===== src/sv/dmbx_pkg.sv =====
// ----------------------------------------------------------------------------
// dmbx_pkg
// types, codes and constants of the dual mailbox block
// ----------------------------------------------------------------------------
package dmbx_pkg;

   localparam int DATA_W         = 32;
   localparam int FIFO_DEPTH_DEF = 8;

   // command codes
   localparam logic [1:0] CMD_HOST_READ  = 2'd0;
   localparam logic [1:0] CMD_HOST_WRITE = 2'd1;
   localparam logic [1:0] CMD_PART_PUSH  = 2'd2;
   localparam logic [1:0] CMD_PART_POP   = 2'd3;

   // host register offsets
   localparam logic [5:0] OFS_READ     = 6'h00;
   localparam logic [5:0] OFS_IN_STAT  = 6'h18;
   localparam logic [5:0] OFS_WRITE    = 6'h20;
   localparam logic [5:0] OFS_OUT_STAT = 6'h38;

   // status word: full in bit 31, empty in bit 30, rest zero
   localparam int STAT_PAD_W = DATA_W - 2;

   typedef struct packed {
      logic [1:0]        cmd;
      logic [5:0]        reg_offset;
      logic [DATA_W-1:0] data_word;
   } req_type;

   typedef struct packed {
      logic [DATA_W-1:0] read_data;
      logic [DATA_W-1:0] popped_msg;
      logic              popped_valid;
      logic              data_irq;
      logic              access_error;
   } rsp_type;

   typedef logic [0:0] csr_type;

   typedef struct packed {
      logic accept;
      logic load;
   } ctl_cmd_type;

   typedef struct packed {
      logic out_busy;
   } dp_status_type;

endpackage


===== src/sv/dmbx_chan_if.sv =====
// ----------------------------------------------------------------------------
// dmbx_chan_if
// valid/ready channel with a typed payload
// ----------------------------------------------------------------------------
interface dmbx_chan_if #(
   parameter type payload_type = logic
);
   logic        valid;
   logic        ready;
   payload_type payload;

   modport source (output valid, output payload, input ready);
   modport sink   (input valid, input payload, output ready);
endinterface


===== src/sv/dmbx_ram.sv =====
// ----------------------------------------------------------------------------
// dmbx_ram
// generic single-write single-read ram with registered read data
// ----------------------------------------------------------------------------
module dmbx_ram #(
   parameter int WIDTH = 32,
   parameter int DEPTH = 8
) (
   input  logic                     clock,
   input  logic                     wr_en,
   input  logic [$clog2(DEPTH)-1:0] wr_addr,
   input  logic [WIDTH-1:0]         wr_data,
   input  logic                     rd_en,
   input  logic [$clog2(DEPTH)-1:0] rd_addr,
   output logic [WIDTH-1:0]         rd_data
);
   logic [WIDTH-1:0] mem_ff [DEPTH];
   logic [WIDTH-1:0] rd_data_ff;

   always_ff @(posedge clock) begin
      if (wr_en) begin
         mem_ff[wr_addr] <= wr_data;
      end
      if (rd_en) begin
         rd_data_ff <= mem_ff[rd_addr];
      end
   end

   assign rd_data = rd_data_ff;
endmodule


===== src/sv/dmbx_ctrl.sv =====
// ----------------------------------------------------------------------------
// dmbx_ctrl
// controller: takes one item, waits for the fifo read, loads the result
// ----------------------------------------------------------------------------
module dmbx_ctrl (
   input  logic                    clock,
   input  logic                    reset,
   input  logic                    req_valid,
   output logic                    req_ready,
   input  dmbx_pkg::dp_status_type status,
   output dmbx_pkg::ctl_cmd_type   cmd
);
   import dmbx_pkg::*;

   typedef enum logic [1:0] {
      ST_IDLE  = 2'b01,
      ST_FETCH = 2'b10
   } state_type;

   state_type state_ff, state_in;

   assign req_ready  = (state_ff == ST_IDLE) && !status.out_busy;
   assign cmd.accept = req_ready && req_valid;
   assign cmd.load   = (state_ff == ST_FETCH);

   always_comb begin
      state_in = state_ff;
      case (state_ff)
         ST_IDLE: begin
            if (cmd.accept) begin
               state_in = ST_FETCH;
            end
         end
         ST_FETCH: begin
            state_in = ST_IDLE;
         end
         default: begin
            state_in = ST_IDLE;
         end
      endcase
   end

   always_ff @(posedge clock) begin
      if (reset) begin
         state_ff <= ST_IDLE;
      end else begin
         state_ff <= state_in;
      end
   end
endmodule


===== src/sv/dmbx_datapath.sv =====
// ----------------------------------------------------------------------------
// dmbx_datapath
// fifo pointers, fifo rams, access decode, irq enable and result register
// ----------------------------------------------------------------------------
module dmbx_datapath #(
   parameter int FIFO_DEPTH = dmbx_pkg::FIFO_DEPTH_DEF
) (
   input  logic                    clock,
   input  logic                    reset,
   input  dmbx_pkg::ctl_cmd_type   cmd,
   output dmbx_pkg::dp_status_type status,
   input  dmbx_pkg::req_type       req,
   input  logic                    csr_wr,
   input  dmbx_pkg::csr_type       csr_data,
   output dmbx_pkg::rsp_type       rsp,
   output logic                    rsp_valid,
   input  logic                    rsp_ready
);
   import dmbx_pkg::*;

   localparam int PW = $clog2(FIFO_DEPTH);
   localparam int FW = $clog2(FIFO_DEPTH + 1);
   localparam int SW = FW + 1;

   logic [PW-1:0] in_head_ff, in_head_in, out_head_ff, out_head_in;
   logic [FW-1:0] in_fill_ff, in_fill_in, out_fill_ff, out_fill_in;
   logic [SW-1:0] in_sum, out_sum;
   logic [PW-1:0] in_tail, out_tail, in_head_nxt, out_head_nxt;
   logic          in_full, in_empty, out_full, out_empty;
   logic          in_push, in_pop, out_push, out_pop, err;
   logic [1:0]    stat;
   logic          in_pop_q_ff, out_pop_q_ff, err_q_ff;
   logic [1:0]    stat_q_ff;
   logic          irq_en_ff;
   logic          rsp_valid_ff;
   rsp_type       rsp_ff;
   logic [DATA_W-1:0] in_rdata, out_rdata;

   assign in_full   = (in_fill_ff == FW'(FIFO_DEPTH));
   assign in_empty  = (in_fill_ff == '0);
   assign out_full  = (out_fill_ff == FW'(FIFO_DEPTH));
   assign out_empty = (out_fill_ff == '0);

   // write slot: head plus fill, wrapped once
   assign in_sum  = SW'(in_head_ff) + SW'(in_fill_ff);
   assign out_sum = SW'(out_head_ff) + SW'(out_fill_ff);
   assign in_tail = (in_sum >= SW'(FIFO_DEPTH)) ? PW'(in_sum - SW'(FIFO_DEPTH))
                                                : PW'(in_sum);
   assign out_tail = (out_sum >= SW'(FIFO_DEPTH)) ? PW'(out_sum - SW'(FIFO_DEPTH))
                                                  : PW'(out_sum);

   assign in_head_nxt  = (in_head_ff == PW'(FIFO_DEPTH - 1)) ? '0 : in_head_ff + PW'(1);
   assign out_head_nxt = (out_head_ff == PW'(FIFO_DEPTH - 1)) ? '0 : out_head_ff + PW'(1);

   // access decode
   always_comb begin
      in_push  = 1'b0;
      in_pop   = 1'b0;
      out_push = 1'b0;
      out_pop  = 1'b0;
      err      = 1'b0;
      stat     = 2'b00;
      case (req.cmd)
         CMD_HOST_READ: begin
            case (req.reg_offset)
               OFS_READ: begin
                  if (in_empty) begin
                     err = 1'b1;
                  end else begin
                     in_pop = 1'b1;
                  end
               end
               OFS_IN_STAT: begin
                  stat = {in_full, in_empty};
               end
               OFS_OUT_STAT: begin
                  stat = {out_full, out_empty};
               end
               default: begin
               end
            endcase
         end
         CMD_HOST_WRITE: begin
            if (req.reg_offset == OFS_WRITE) begin
               if (out_full) begin
                  err = 1'b1;
               end else begin
                  out_push = 1'b1;
               end
            end
         end
         CMD_PART_PUSH: begin
            if (in_full) begin
               err = 1'b1;
            end else begin
               in_push = 1'b1;
            end
         end
         CMD_PART_POP: begin
            if (out_empty) begin
               err = 1'b1;
            end else begin
               out_pop = 1'b1;
            end
         end
         default: begin
         end
      endcase
   end

   always_comb begin
      in_head_in  = in_head_ff;
      in_fill_in  = in_fill_ff;
      out_head_in = out_head_ff;
      out_fill_in = out_fill_ff;
      if (cmd.accept) begin
         if (in_push) begin
            in_fill_in = in_fill_ff + FW'(1);
         end
         if (in_pop) begin
            in_head_in = in_head_nxt;
            in_fill_in = in_fill_ff - FW'(1);
         end
         if (out_push) begin
            out_fill_in = out_fill_ff + FW'(1);
         end
         if (out_pop) begin
            out_head_in = out_head_nxt;
            out_fill_in = out_fill_ff - FW'(1);
         end
      end
   end

   always_ff @(posedge clock) begin
      if (reset) begin
         in_head_ff   <= '0;
         in_fill_ff   <= '0;
         out_head_ff  <= '0;
         out_fill_ff  <= '0;
         irq_en_ff    <= 1'b0;
         rsp_valid_ff <= 1'b0;
      end else begin
         in_head_ff  <= in_head_in;
         in_fill_ff  <= in_fill_in;
         out_head_ff <= out_head_in;
         out_fill_ff <= out_fill_in;
         if (csr_wr) begin
            irq_en_ff <= csr_data[0];
         end
         if (cmd.load) begin
            rsp_valid_ff <= 1'b1;
         end else if (rsp_ready) begin
            rsp_valid_ff <= 1'b0;
         end
      end
   end

   // per-item staging while the ram read completes
   always_ff @(posedge clock) begin
      if (cmd.accept) begin
         in_pop_q_ff  <= in_pop;
         out_pop_q_ff <= out_pop;
         err_q_ff     <= err;
         stat_q_ff    <= stat;
      end
      if (cmd.load) begin
         rsp_ff.read_data    <= in_pop_q_ff ? in_rdata : {stat_q_ff, STAT_PAD_W'(0)};
         rsp_ff.popped_msg   <= out_pop_q_ff ? out_rdata : '0;
         rsp_ff.popped_valid <= out_pop_q_ff;
         rsp_ff.data_irq     <= irq_en_ff && !in_empty;
         rsp_ff.access_error <= err_q_ff;
      end
   end

   dmbx_ram #(
      .WIDTH (DATA_W),
      .DEPTH (FIFO_DEPTH)
   ) u_in_ram (
      .clock   (clock),
      .wr_en   (cmd.accept && in_push),
      .wr_addr (in_tail),
      .wr_data (req.data_word),
      .rd_en   (cmd.accept && in_pop),
      .rd_addr (in_head_ff),
      .rd_data (in_rdata)
   );

   dmbx_ram #(
      .WIDTH (DATA_W),
      .DEPTH (FIFO_DEPTH)
   ) u_out_ram (
      .clock   (clock),
      .wr_en   (cmd.accept && out_push),
      .wr_addr (out_tail),
      .wr_data (req.data_word),
      .rd_en   (cmd.accept && out_pop),
      .rd_addr (out_head_ff),
      .rd_data (out_rdata)
   );

   assign status.out_busy = rsp_valid_ff && !rsp_ready;
   assign rsp_valid       = rsp_valid_ff;
   assign rsp             = rsp_ff;
endmodule


===== src/sv/dual_mailbox_fifo_regs.sv =====
// ----------------------------------------------------------------------------
// dual_mailbox_fifo_regs
// two-direction mailbox: inbound fifo to the host, outbound fifo to the partner
//
// req_chan carries one access: host read or write at a register offset,
// partner push into the inbound fifo or partner pop from the outbound fifo.
// rsp_chan returns exactly one result per access: read data, popped word,
// interrupt level and an access error flag. csr_chan writes the interrupt
// enable and is always ready.
// an access is taken in its transfer cycle; the fifo ram read is registered,
// then the fetch state loads the result into the output register. the next
// access is taken at the edge where that result transfers out or later, so
// a new access is never taken before the last result has been loaded.
// reset empties both fifos and clears the interrupt enable; the fifo rams
// themselves are not cleared. while the result waits for rsp_chan.ready no
// new access is taken once the output register is occupied.
// ----------------------------------------------------------------------------
module dual_mailbox_fifo_regs #(
   parameter int FIFO_DEPTH = dmbx_pkg::FIFO_DEPTH_DEF
) (
   input logic        clock,
   input logic        reset,
   dmbx_chan_if.sink   req_chan,
   dmbx_chan_if.source rsp_chan,
   dmbx_chan_if.sink   csr_chan
);
   import dmbx_pkg::*;

   ctl_cmd_type   ctl_cmd;
   dp_status_type dp_status;
   logic          req_ready;

   dmbx_ctrl u_ctrl (
      .clock     (clock),
      .reset     (reset),
      .req_valid (req_chan.valid),
      .req_ready (req_ready),
      .status    (dp_status),
      .cmd       (ctl_cmd)
   );

   dmbx_datapath #(
      .FIFO_DEPTH (FIFO_DEPTH)
   ) u_datapath (
      .clock     (clock),
      .reset     (reset),
      .cmd       (ctl_cmd),
      .status    (dp_status),
      .req       (req_chan.payload),
      .csr_wr    (csr_chan.valid),
      .csr_data  (csr_chan.payload),
      .rsp       (rsp_chan.payload),
      .rsp_valid (rsp_chan.valid),
      .rsp_ready (rsp_chan.ready)
   );

   assign req_chan.ready = req_ready;
   assign csr_chan.ready = 1'b1;
endmodule


===== src/flat_wrapper.sv =====
// flat-port wrapper written by rule: the top's interface ports become plain ports
module dual_mailbox_fifo_regs_flat import dmbx_pkg::*;
#(
   parameter int FIFO_DEPTH = dmbx_pkg::FIFO_DEPTH_DEF
)
  (clock, reset, req_chan_valid, req_chan_payload, req_chan_ready, rsp_chan_valid, rsp_chan_payload, rsp_chan_ready, csr_chan_valid, csr_chan_payload, csr_chan_ready);
  dmbx_chan_if req_chan_i ();
  dmbx_chan_if rsp_chan_i ();
  dmbx_chan_if csr_chan_i ();
  input logic clock;
  input logic reset;
  input wire logic [$bits(req_chan_i.valid)-1:0] req_chan_valid;
  input wire logic [$bits(req_chan_i.payload)-1:0] req_chan_payload;
  output wire logic [$bits(req_chan_i.ready)-1:0] req_chan_ready;
  output wire logic [$bits(rsp_chan_i.valid)-1:0] rsp_chan_valid;
  output wire logic [$bits(rsp_chan_i.payload)-1:0] rsp_chan_payload;
  input wire logic [$bits(rsp_chan_i.ready)-1:0] rsp_chan_ready;
  input wire logic [$bits(csr_chan_i.valid)-1:0] csr_chan_valid;
  input wire logic [$bits(csr_chan_i.payload)-1:0] csr_chan_payload;
  output wire logic [$bits(csr_chan_i.ready)-1:0] csr_chan_ready;
  assign req_chan_i.valid = req_chan_valid;
  assign req_chan_i.payload = req_chan_payload;
  assign req_chan_ready = req_chan_i.ready;
  assign rsp_chan_valid = rsp_chan_i.valid;
  assign rsp_chan_payload = rsp_chan_i.payload;
  assign rsp_chan_i.ready = rsp_chan_ready;
  assign csr_chan_i.valid = csr_chan_valid;
  assign csr_chan_i.payload = csr_chan_payload;
  assign csr_chan_ready = csr_chan_i.ready;
  dual_mailbox_fifo_regs #(.FIFO_DEPTH(FIFO_DEPTH)) u_core (.clock(clock), .reset(reset), .req_chan(req_chan_i), .rsp_chan(rsp_chan_i), .csr_chan(csr_chan_i));
endmodule

===== config.mk =====
export PLATFORM = sky130hd
export DESIGN_NAME = dual_mailbox_fifo_regs_flat
export DESIGN_NICKNAME = d
export VERILOG_FILES = /design/src/sv/dmbx_pkg.sv /design/src/sv/dmbx_chan_if.sv /design/src/sv/dmbx_ram.sv /design/src/sv/dmbx_ctrl.sv /design/src/sv/dmbx_datapath.sv /design/src/sv/dual_mailbox_fifo_regs.sv /design/src/flat_wrapper.sv
export SDC_FILE = /design/constraint.sdc
export NUM_CORES = 1
export LEC_CHECK = 0
export ABC_AREA = 1
export BUFFER_PORTS_ARGS = -buffer_cell sky130_fd_sc_hd__buf_2
export CAP_MARGIN = 20
export CORE_MARGIN = 10
export CORE_UTILIZATION = 62
export DETAILED_ROUTE_END_ITERATION = 8
export GPL_TIMING_DRIVEN = 0
export PLACE_DENSITY = 0.81
export RECOVER_POWER = 100
export SYNTH_ARGS = -nofsm -noshare
export SYNTH_HDL_FRONTEND = slang
export SYNTH_HIERARCHICAL = 1
export SYNTH_SLANG_ARGS = --single-unit
export TNS_END_PERCENT = 1

===== constraint.sdc =====
create_clock -name clock -period 3.4 [get_ports clock]
set_input_delay 0.17 -clock clock [delete_from_list [all_inputs] [get_ports clock]]
set_output_delay 0.17 -clock clock [all_outputs]
set_load 0.02 [all_outputs]

[Yosys cells after proc, flatten, opt, wreduce, memory -nomap -nowiden]
Cells that the tools add are included.
Widths: inputs -> output; s select.
Operators by class
  add/sub/neg operators: 1
  multiplexer cells: 3
  eq/ne operators: 2
  bitwise logic cells: 2
  reduce and logical (&&, ||, !) cells: 9
Operators with widths (number)
  $logic_not 4->1: 1
  $sub 4x1->4 const B: 1
  $logic_and 1x1->1: 3
  $mux 1: 3
  $eq 2x1->1 const B: 1
  $eq 2x2->1 const B: 1
  $logic_not 1->1: 2
  $not 1->1: 2
  $reduce_and 2->1: 1
  $reduce_bool 2->1: 1
  $reduce_or 2->1: 1
Word-level totals
  register bits after elaboration: 9
  logic and storage cells: 22

[Logic depth before layout (Yosys ltp)]
Gate-level depths: netlist of the first run.
  depth after elaboration: 6
  gate-level depth with buffers: 13
  mapped depth without buffers: 13

[Cells and area by module]
Netlist of the first run, hierarchy kept.
By module, submodules not included
  dmbx_ram: times used 2, area an instance 12192.9 um^2, cells each 1156
  dmbx_datapath: times used 1, area an instance 3888.7 um^2, cells each 373
  dmbx_ctrl: times used 1, area an instance 88.8 um^2, cells each 12
  dual_mailbox_fifo_regs: times used 1, area an instance 15.0 um^2, cells each 3

[Worst setup path after synthesis of the first run]
No wires, ideal clock.
  kind: register to register
  start point: register u_core.u_ctrl.state_ff[1]
  end point: register u_core.u_datapath.rsp_ff (netlist bit u_core/u_datapath/rsp[0]) (enable)
  stages on the path, launching flop included: 3
  data required time: 2.904 ns
  path slack: -0.304 ns
  clock period less this slack: 3.704 ns
  arrival: 3.209 ns
  path through: dfxtp_1 -> inv_2 -> nor2_1
RTL lines
  start: declaration: line dmbx_ctrl.sv:20  | state_type state_ff, state_in;
  start signal: assignment: line dmbx_ctrl.sv:47  | state_ff <= state_in;
  end: declaration: line dmbx_datapath.sv:36  | rsp_type rsp_ff;

[Worst setup path in the final report of the first run]
  start point: register u_core.u_datapath.in_fill_ff[0]
  end point: register u_core.u_datapath.in_fill_ff[1]
On the way
  longest elaborated chain between the ends: 3
  elaborated cells on any way between the ends: 4
  classes of those cells: 1 x add/sub; 1 x bitwise; 2 x reduce/logical
RTL lines
  start: declaration: line dmbx_datapath.sv:26  | logic [FW-1:0] in_fill_ff, in_fill_in, out_fill_ff, out_fill_in;
  start signal: assignment: line dmbx_datapath.sv:144  | in_fill_ff <= in_fill_in;
  parallel branches: the longest is 3 deep, another holds $sub 4x1->4
Parallel ways; which one is timed is not known.
A chain may end at the register's enable or synchronous reset.

==> summary.md, run 1 <==
| Metric | Value |
|---|---|
| Status | complete, no violations |
| Layout cells sized above 1 | 11.5% |
| Largest net degree at the start of global routing | 9 |
| Gr ovfl total | 0 |
| DRC viols | 0 |
| Post-Synthesis Mean Instance Area | 7.03 µm² |
| Final critical-path share of the clock period | 52.9% |
| Hold Violations, Final | 0 |
| Setup tns final | 0 ns |
| H-Tree Depth | 1 |
| Area of the die | 3390 µm² |
| Hold Path End | u_core/u_ctrl/state_ff[0]$_SDFFE_PP1P_ |
| WL/cell | 9.59 µm |
| Inserted Diodes | 0 |
| Core Region | 1330 µm² |
| First-pass GRT wire length | 2860 µm |
| Hold crit path type | input pin to flip-flop |
| Vias in the first global route | 733 |
| Clock net sink count | 13 |
| Synth Instances | 129 |
| Starting DRT DRC Count | 15 |
| Initial Utilization | 68.0% |
| PortBufs | 6 |
| GR Util All Layers | 10.5% |
| Area grow syn2layout | 13.7% |
| Die span in y | 58.3 µm |
| Initial DRT Pass Iterations | 4 |
| Gpl congestion | 0.888 |
| FP Rows | 13 |
| Vias/cell | 4.63 |
| Hold_ws | 0.0855 ns |
| F_max | 556 MHz |
| Hold buffers post-CTS | 0 |
| CTS-repair resized insts | 0 |
| CP max FO | 6 |
| Final Skew | 0.00112 ns |
| Via count | 796 |
| Critical path type | flip-flop to flip-flop |
| Final Core Density | 77.3% |
| Worst setup SP type | flip-flop |
| Area after DPL | 1020 µm² |
| Final instance area | 1030 µm² |
| Hold path cells | 2 |
| GR Layer Usage met1 | 11.3% |
| CTS max path bufs | 2 |
| Minimum clock period | 1.80 ns |
| Fin nets | 169 |
| Worst Path Required | 3.57 ns |
| R2R Path Start | u_core/u_datapath/in_fill_ff[0]$_SDFFE_PP0P_ |
| I/O Pins | 11 |
| CP cell instances | nor2_1, nand2_2, nand2_1, o21ai_0, and2_0, ha_1, o21ai_0, a21oi_1 |
| Initial antenna violation count | 0 |
| CP dominant cell by count | o21ai_0 |
| Endpoints failing setup | 0 |
| Leak | 0.535 nW |
| R2R setup slack | 1.60 ns |
| Final wirelength | 1650 µm |
| R2R depth | 8 |
| Met2 Use GR | 18.3% |
| Clock Latency Late Sink | 0.27 ns |
| Worst hold start | req_chan_valid |
| Worst-path clk slew | 0.09 ns |
| Post-CTS setup buffers | 0 |
| Slowest cell on crit path | dfxtp_1 |
| Synthesized area | 907 µm² |
| PwrDens | 300 nW/µm² |
| Slew Limit Fails | 0 |
| CTS tree | yes |
| Grt met3 use | 3.49% |
| Root Buffer | clkbuf_4 |
| CTS buffer count | 3 |
| Synth warn | 6 |
| Most Used Layer, Global Route | met2 |
| Final ANT Viol Nets | 0 |
| Setup crit end kind | flip-flop |
| Maximum ir drop on the vdd rail | 0.211 mV |
| Post-DP HPWL | 1360 µm |
| Slowest cell delay on critical path | 0.43 ns |
| Max cap viols | 0 |
| Die Wd | 58.3 µm |
| RSZ-0062 raised after global routing | false |
| Reg2reg end | u_core/u_datapath/in_fill_ff[1]$_SDFFE_PP0P_ |
| Crit path DAT | 1.97 ns |
-- power breakdown --
group	leakage [nW]	internal, W	switching, W	total, W
sequential	0.108	0.000162	0.00000475	0.000167
clock	0.0177	0.0000435	0.0000543	0.0000978
combinational	0.409	0.0000148	0.0000301	0.0000449
-- metal layers --
layer	share of wire [%]	up-vias
li1	-	446
met3	4.5	2
met1	47	341
met2	48	7
met4	0.48	0
met5	0	-
-- metrics by stage --
step           setup WS (ns)  instances  total power (W)
5_1_grt                 1.44        172         0.000325
2_1_floorplan           1.91        147         0.000208
3_5_place_dp            1.76        168         0.000217
3_3_place_gp            1.77        168         0.000216
6_report                1.60        172         0.000309
4_1_cts                 1.73        172         0.000315
-- flip-flops by register name, summed over array words and instances, names as in the netlist --
name,cells
u_core/u_datapath/err_q_ff,1
u_core/u_datapath/rsp,1
u_core/u_datapath/in_fill_ff,4
u_core/u_datapath/rsp_valid,1
u_core/u_datapath/out_fill_ff,4
u_core/u_ctrl/state_ff,2
-- worst max-delay path: cells and delay by family (launching register included) --
family          cells  cell delay, ns
simple gates        4            0.52
flops               1            0.43
fa+ha+maj           1            0.24
compound gates      3            0.50
-- cells in the final DEF (no fill, tap or decap), drive strengths merged --
cell    count
inv        24
nor2       22
nand2      21
conb       20
o21ai      14
dfxtp      11
a21oi      10
clkbuf      8
nand3       7
nand4       3
ha          3
buf         3
xnor2       2
edfxtp      2
clkinv      1
nand3b      1
nor3        1
o21a        1
and2        1
xor2        1
fa          1
-- how the worst max path moves through the flow --
stage	from	end	depth (start not counted)
3_3_place_gp	u_core/u_datapath/in_fill_ff[0]$_SDFFE_PP0P_	u_core/u_datapath/in_fill_ff[1]$_SDFFE_PP0P_	8
4_1_cts	u_core/u_datapath/in_fill_ff[0]$_SDFFE_PP0P_	u_core/u_datapath/in_fill_ff[1]$_SDFFE_PP0P_	8
3_5_place_dp	u_core/u_datapath/in_fill_ff[0]$_SDFFE_PP0P_	u_core/u_datapath/in_fill_ff[1]$_SDFFE_PP0P_	8
6_report	u_core/u_datapath/in_fill_ff[0]$_SDFFE_PP0P_	u_core/u_datapath/in_fill_ff[1]$_SDFFE_PP0P_	8
5_1_grt	u_core/u_datapath/in_fill_ff[0]$_SDFFE_PP0P_	u_core/u_datapath/in_fill_ff[1]$_SDFFE_PP0P_	8
2_1_floorplan	u_core/u_datapath/in_fill_ff[0]$_SDFFE_PP0P_	u_core/u_datapath/in_fill_ff[2]$_SDFFE_PP0P_	11
-- layout make-up --
| class | instances | area [µm²] |
|---|---|---|
| Timing Repair Buffer | 6 | 25.0 |
| Clock inverter | 1 | 5.00 |
| Sequential cell | 13 | 280 |
| Buffer | 2 | 11.3 |
| Fill cell | 118 | 303 |
| Tap cell | 15 | 18.8 |
| Clock buffer | 3 | 22.5 |
| Multi-Input combinational cell | 108 | 578 |
| Inverter | 24 | 90.1 |
(Power assumes the default switching activity.)
==> run 2: changes to the inputs <==
- PLACE_DENSITY: 0.81 -> 0.78
- clock period: 3.4 -> 1.86 ns (I/O delays scaled with it)
==> summary.md, run 2 (synthesized netlist as in run 1, its figures left out) <==
| Metric | Value |
|---|---|
| Status | complete, no violations (unchanged) |
| Crit path DAT | 1.87 ns (was 1.97 ns) |
| # fillers | 117 (was 118) |
| R2R Path Start | u_core/u_datapath/in_fill_ff[0]$_SDFFE_PP0P_ (unchanged) |
| Starting DRT DRC Count | 15 (unchanged) |
| CTS-repair resized insts | 0 (unchanged) |
| Hold Violations, Final | 0 (unchanged) |
| Pre-CTS setup slack | 0.219 ns (was 1.76 ns) |
| Post-DP HPWL | 1360 µm (unchanged) |
| Dpl cells | 168 (unchanged) |
| Gpl congestion | 0.888 (unchanged) |
| H-Tree Depth | 1 (unchanged) |
| Fin worst setup slack | 0.159 ns (was 1.60 ns) |
| Vias/cell | 4.63 (about the same) |
| CP startpoint | u_core/u_datapath/in_fill_ff[0]$_SDFFE_PP0P_ (unchanged) |
| Final critical-path share of the clock period | 91.4% (was 52.9%) |
| Final Skew | 0.00192 ns (was 0.00112 ns) |
| Largest net degree at the start of global routing | 9 (unchanged) |
| Leak | 0.523 nW (was 0.535 nW) |
| Initial antenna violation count | 0 (unchanged) |
| Slowest cell on crit path | dfxtp_1 (unchanged) |
| R2R depth | 11 (was 8) |
| CP max FO | 6 (unchanged) |
| DRC viols | 0 (unchanged) |
| PortBufs | 6 (unchanged) |
| Post-CTS setup buffers | 0 (unchanged) |
| Area of the die | 3390 µm² (unchanged) |
| RSZ-0062 raised after global routing | false (unchanged) |
| Hold buffers post-CTS | 0 (unchanged) |
| Die Wd | 58.3 µm (unchanged) |
| Initial Utilization | 68.0% (unchanged) |
| Minimum clock period | 1.70 ns (was 1.80 ns) |
| Worst-path clk slew | 0.09 ns (about the same) |
| Register area | 280 µm² (unchanged) |
| Maximum ir drop on the vdd rail | 0.387 mV (was 0.211 mV) |
| Clock net sink count | 13 (unchanged) |
| Gr ovfl total | 0 (unchanged) |
| Biggest regs | u_core/u_datapath/in_fill_ff (4), u_core/u_datapath/out_fill_ff (4), u_core/u_ctrl/state_ff (2) (unchanged) |
| Initial DRT Pass Iterations | 4 (unchanged) |
| WL/cell | 9.57 µm (was 9.59 µm) |
| Hold_ws | 0.00840 ns (was 0.0855 ns) |
| Fin nets | 169 (unchanged) |
| Final wirelength | 1650 µm (about the same) |
| Final Non-Filler Cells | 172 (unchanged) |
| Setup crit end kind | flip-flop (unchanged) |
| Inserted Diodes | 0 (unchanged) |
| Reg2reg end | u_core/u_datapath/in_fill_ff[2]$_SDFFE_PP0P_ (was u_core/u_datapath/in_fill_ff[1]$_SDFFE_PP0P_) |
| Endpoints failing setup | 0 (unchanged) |
| Area grow syn2layout | 13.9% (was 13.7%) |
| CTS buffer count | 3 (unchanged) |
| Vias in the first global route | 733 (unchanged) |
| Core Region | 1330 µm² (unchanged) |
| Setup crit end | u_core/u_datapath/in_fill_ff[2]$_SDFFE_PP0P_ (was u_core/u_datapath/in_fill_ff[1]$_SDFFE_PP0P_) |
| Commonest non-fill, non-tap cell in the layout | inv_1 (unchanged) |
| R2R setup slack | 0.16 ns (was 1.60 ns) |
| Area of the multi-input gates | 579 µm² (was 578 µm²) |
| First-pass GRT wire length | 2860 µm (unchanged) |
| Clock Latency Late Sink | 0.27 ns (about the same) |
| Root Buffer | clkbuf_4 (unchanged) |
| CTS max path bufs | 2 (unchanged) |
| Die span in y | 58.3 µm (unchanged) |
| Layout cells sized above 1 | 13.4% (was 11.5%) |
| FP Rows | 13 (unchanged) |
| F_max | 588 MHz (was 556 MHz) |
| PwrDens | 551 nW/µm² (was 300 nW/µm²) |
| Worst Path Required | 2.03 ns (was 3.57 ns) |
| GR Util All Layers | 10.5% (unchanged) |
| Max cap viols | 0 (unchanged) |
| Setup tns final | 0 ns (unchanged) |
| CTS tree | yes (unchanged) |
| Via count | 797 (was 796) |
| Hold crit path type | input pin to flip-flop (unchanged) |
| Critical path type | flip-flop to flip-flop (unchanged) |
| Most frequent cells in the layout | 24 x inv_1, 20 x conb_1, 17 x nand2_1, 17 x nor2_1, 12 x o21ai_0 (was 24 x inv_1, 20 x conb_1, 18 x nand2_1) |
| Final Core Density | 77.5% (was 77.3%) |
| Slew Limit Fails | 0 (unchanged) |
| CP cell instances | nor2_1, nand2_2, nand2_4, nor2_4, nand2_4, and2_4, ha_1, inv_1, nand2_1, a21oi_1, a21oi_1 (was nor2_1, nand2_2, nand2_1, o21ai_0, and2_0, ha_1, o21ai_0, a21oi_1) |
| Slowest cell delay on critical path | 0.43 ns (about the same) |
| I/O Pins | 11 (unchanged) |
| Final ANT Viol Nets | 0 (unchanged) |
| Worst setup SP type | flip-flop (unchanged) |
run 2: area by class of cell:
cell class,count,share of cell area (%)
multi-input cells,108,56.1
clock buffers,3,2.18
inverters,24,8.72
plain buffers,2,1.09
flip-flops and latches,13,27.1
well taps,15,1.82
repair buffers,6,2.54
clock inverters,1,0.484
run 2: critical path: cells and delay by family (launching register included):
kind / cells / cell delay [ns]
AND/OR/NAND/NOR: 7 / 0.72
flip-flops: 1 / 0.43
AO/OA/AOI/OAI: 2 / 0.21
adder cells (fa/ha/maj): 1 / 0.17
buffers and inverters: 1 / 0.06
run 2: worst min-delay path by stage:
stage | to | depth (start not counted) | slack [ns] | from
floorplan | u_core/u_ctrl/state_ff[1]$_SDFFE_PP0P_ | 1 | 0.17 | reset
global placement | u_core/u_ctrl/state_ff[0]$_SDFFE_PP1P_ | 2 | 0.29 | req_chan_valid
detailed placement | u_core/u_ctrl/state_ff[0]$_SDFFE_PP1P_ | 2 | 0.29 | req_chan_valid
CTS | u_core/u_ctrl/state_ff[0]$_SDFFE_PP1P_ | 2 | 0.004 | req_chan_valid
global route | u_core/u_ctrl/state_ff[0]$_SDFFE_PP1P_ | 2 | 0.001 | req_chan_valid
finish | u_core/u_ctrl/state_ff[0]$_SDFFE_PP1P_ | 2 | 0.008 | req_chan_valid
run 2: routing by layer:
layer | global-route usage, % | up-vias | share of wire (%)
met2 | 18.3 | 10 | 47
met1 | 11.3 | 337 | 47
met5 | 0 | - | 0
met4 | 4.36 | 0 | 0.43
met3 | 3.49 | 2 | 4.9
li1 | - | 448 | -
run 2: per-stage QoR:
step	power [W]	area [µm²]
3_3_place_gp	0.000395	1020
2_1_floorplan	0.000380	975
6_report	0.000569	1030
4_1_cts	0.000575	1050
5_1_grt	0.000598	1030
3_5_place_dp	0.000397	1020
run 2: report_power, final:
group	switching [W]	total [W]	internal (W)	leakage, nW
combinational	0.0000562	0.0000853	0.0000291	0.397
sequential	0.00000850	0.000304	0.000296	0.108
clock	0.000100	0.000180	0.0000795	0.0177
==> run 3: changes to the inputs <==
- SLEW_MARGIN: default -> 20
- clock period: 1.86 -> 1.7 ns (I/O delays scaled with it)
==> summary.md, run 3 (synthesized netlist as in run 1, its figures left out) <==
| Metric | Value |
|---|---|
| Status | complete, no violations (unchanged) |
| Max cap viols | 0 (unchanged) |
| Endpoints failing setup | 0 (unchanged) |
| Area of the die | 3390 µm² (unchanged) |
| PwrDens | 587 nW/µm² (was 551 nW/µm²) |
| Commonest non-fill, non-tap cell in the layout | inv_1 (unchanged) |
| Layout cells sized above 1 | 15.7% (was 13.4%) |
| Final Core Density | 80.1% (was 77.5%) |
| PortBufs | 6 (unchanged) |
| DRC viols | 0 (unchanged) |
| Clock net sink count | 13 (unchanged) |
| Initial antenna violation count | 0 (unchanged) |
| Leak | 0.558 nW (was 0.523 nW) |
| Vias in the first global route | 749 (was 733) |
| Maximum ir drop on the vdd rail | 0.422 mV (was 0.387 mV) |
| Root Buffer | clkbuf_4 (unchanged) |
| Biggest regs | u_core/u_datapath/in_fill_ff (4), u_core/u_datapath/out_fill_ff (4), u_core/u_ctrl/state_ff (2) (unchanged) |
| Hold_ws | 0.110 ns (was 0.00840 ns) |
| Worst setup SP type | flip-flop (unchanged) |
| Die span in y | 58.3 µm (unchanged) |
| Initial Utilization | 68.0% (unchanged) |
| Final wirelength | 1650 µm (about the same) |
| Gr ovfl total | 0 (unchanged) |
| Worst-path clk slew | 0.09 ns (about the same) |
| H-Tree Depth | 1 (unchanged) |
| WL/cell | 9.48 µm (was 9.57 µm) |
| Slowest cell delay on critical path | 0.39 ns (was 0.43 ns) |
| Hold Violations, Final | 0 (unchanged) |
| CP max FO | 6 (unchanged) |
| Final Skew | 0.00232 ns (was 0.00192 ns) |
| Setup crit end kind | flip-flop (unchanged) |
| CTS tree | yes (unchanged) |
| Crit path DAT | 1.75 ns (was 1.87 ns) |
| RSZ-0062 raised after global routing | false (unchanged) |
| GR Util All Layers | 10.8% (was 10.5%) |
| Worst Path Required | 1.86 ns (was 2.03 ns) |
| Largest net degree at the start of global routing | 9 (unchanged) |
| Core Region | 1330 µm² (unchanged) |
| Most frequent cells in the layout | 24 x inv_1, 20 x conb_1, 17 x nand2_1 (was 24 x inv_1, 20 x conb_1, 17 x nand2_1, 17 x nor2_1, 12 x o21ai_0) |
| FP Rows | 13 (unchanged) |
| CP cell instances | nor2_2, nand2_2, nand2_4, nor2_8, nand2_4, and2_4, ha_1, inv_1, nand2_1, a21oi_1, a21oi_1 (was nor2_1, nand2_2, nand2_4, nor2_4, nand2_4, and2_4, ha_1, inv_1, nand2_1, a21oi_1, a21oi_1) |
| Setup tns final | 0 ns (unchanged) |
| Minimum clock period | 1.58 ns (was 1.70 ns) |
| Area grow syn2layout | 17.8% (was 13.9%) |
| Vias/cell | 4.60 (was 4.63) |
| First-pass GRT wire length | 2950 µm (was 2860 µm) |
| Post-CTS setup buffers | 0 (unchanged) |
| Gpl congestion | 0.888 (unchanged) |
| Initial DRT Pass Iterations | 4 (unchanged) |
| Slowest cell on crit path | dfxtp_2 (was dfxtp_1) |
| CTS max path bufs | 2 (unchanged) |
| # fillers | 107 (was 117) |
| Inserted Diodes | 0 (unchanged) |
| Critical path type | flip-flop to flip-flop (unchanged) |
| CTS buffer count | 3 (unchanged) |
| I/O Pins | 11 (unchanged) |
| Starting DRT DRC Count | 17 (was 15) |
| Post-DP HPWL | 1360 µm (unchanged) |
| Final ANT Viol Nets | 0 (unchanged) |
| Die Wd | 58.3 µm (unchanged) |
| F_max | 632 MHz (was 588 MHz) |
| Hold crit path type | input pin to flip-flop (unchanged) |
| Final critical-path share of the clock period | 93.1% (was 91.4%) |
| Slew Limit Fails | 0 (unchanged) |
| Clock Latency Late Sink | 0.27 ns (about the same) |
| Fin nets | 171 (was 169) |
| Via count | 800 (was 797) |
| Final total power | 0.000627 W (was 0.000569 W) |
-- run 3: cell count changes in the layout (fill, tap and decap cells not counted), sizes merged --
cell	previous run	this run
buf	4	3
clkbuf	7	8
dlygate4sd3	0	2
-- run 3: critical path, delay by kind of cell (launching register included) --
family / cells / cell delay (ns)
adder cells (fa/ha/maj): 1 / 0.17
buffers and inverters: 1 / 0.07
AND/OR/NAND/NOR: 7 / 0.63
flip-flops: 1 / 0.39
AO/OA/AOI/OAI: 2 / 0.21
-- run 3: layout make-up --
type	count	area, µm²	share of cell area (%)
Inverter	24	90.1	8.43
Clock inverter	1	5.00	0.468
Multi-Input combinational cell	108	591	55.3
Buffer	2	11.3	1.05
Sequential cell	13	285	26.7
Timing Repair Buffer	8	45.0	4.22
Tap cell	15	18.8	1.76
Clock buffer	3	22.5	2.11
-- run 3: routing by layer --
| metal | track usage [%] | vias up | routed length (µm) |
|---|---|---|---|
| li1 | - | 451 | - |
| met1 | 11.7 | 340 | 771 |
| met2 | 18.7 | 7 | 792 |
| met3 | 3.49 | 2 | 77 |
| met4 | 4.36 | 0 | 8 |
| met5 | 0 | - | 0 |
-- run 3: what timing repair did --
| action | 4_1_cts | 5_1_grt |
|---|---|---|
| endpoints found under the setup margin | 0 | 2 |
| hold endpoints to repair | 3 | 0 |
| hold buffers | 2 | 0 |
| gates resized for setup | 0 | 5 |
-- run 3: worst paths after layout --
kind                                                     start                                            to  slack, ns  cells past startpoint
setup reg to reg  u_core/u_datapath/in_fill_ff[0]$_SDFFE_PP0P_  u_core/u_datapath/in_fill_ff[2]$_SDFFE_PP0P_       0.12                     11
setup / recovery  u_core/u_datapath/in_fill_ff[0]$_SDFFE_PP0P_  u_core/u_datapath/in_fill_ff[2]$_SDFFE_PP0P_       0.12                     11
hold reg to reg           u_core/u_datapath/err_q_ff$_DFFE_PP_            u_core/u_datapath/rsp[0]$_DFFE_PP_       0.43                      0
hold / removal                                  rsp_chan_ready      u_core/u_datapath/rsp_valid$_SDFFE_PP0P_       0.11                      4
-- run 3: report_power, final --
group          leakage (nW)  internal [W]  switching [W]
sequential            0.110      0.000325     0.00000986
clock                0.0177     0.0000870       0.000107
combinational         0.430     0.0000351      0.0000635
-- run 3: per-stage QoR --
step | cell area, µm² | std cells | worst slack [ns]
after detailed placement | 1020 | 168 | 0.0591
final | 1070 | 174 | 0.118
after global placement | 1020 | 168 | 0.0663
after global routing | 1070 | 174 | 0.0286
after CTS | 1070 | 174 | 0.0329
after floorplan | 975 | 147 | 0.206
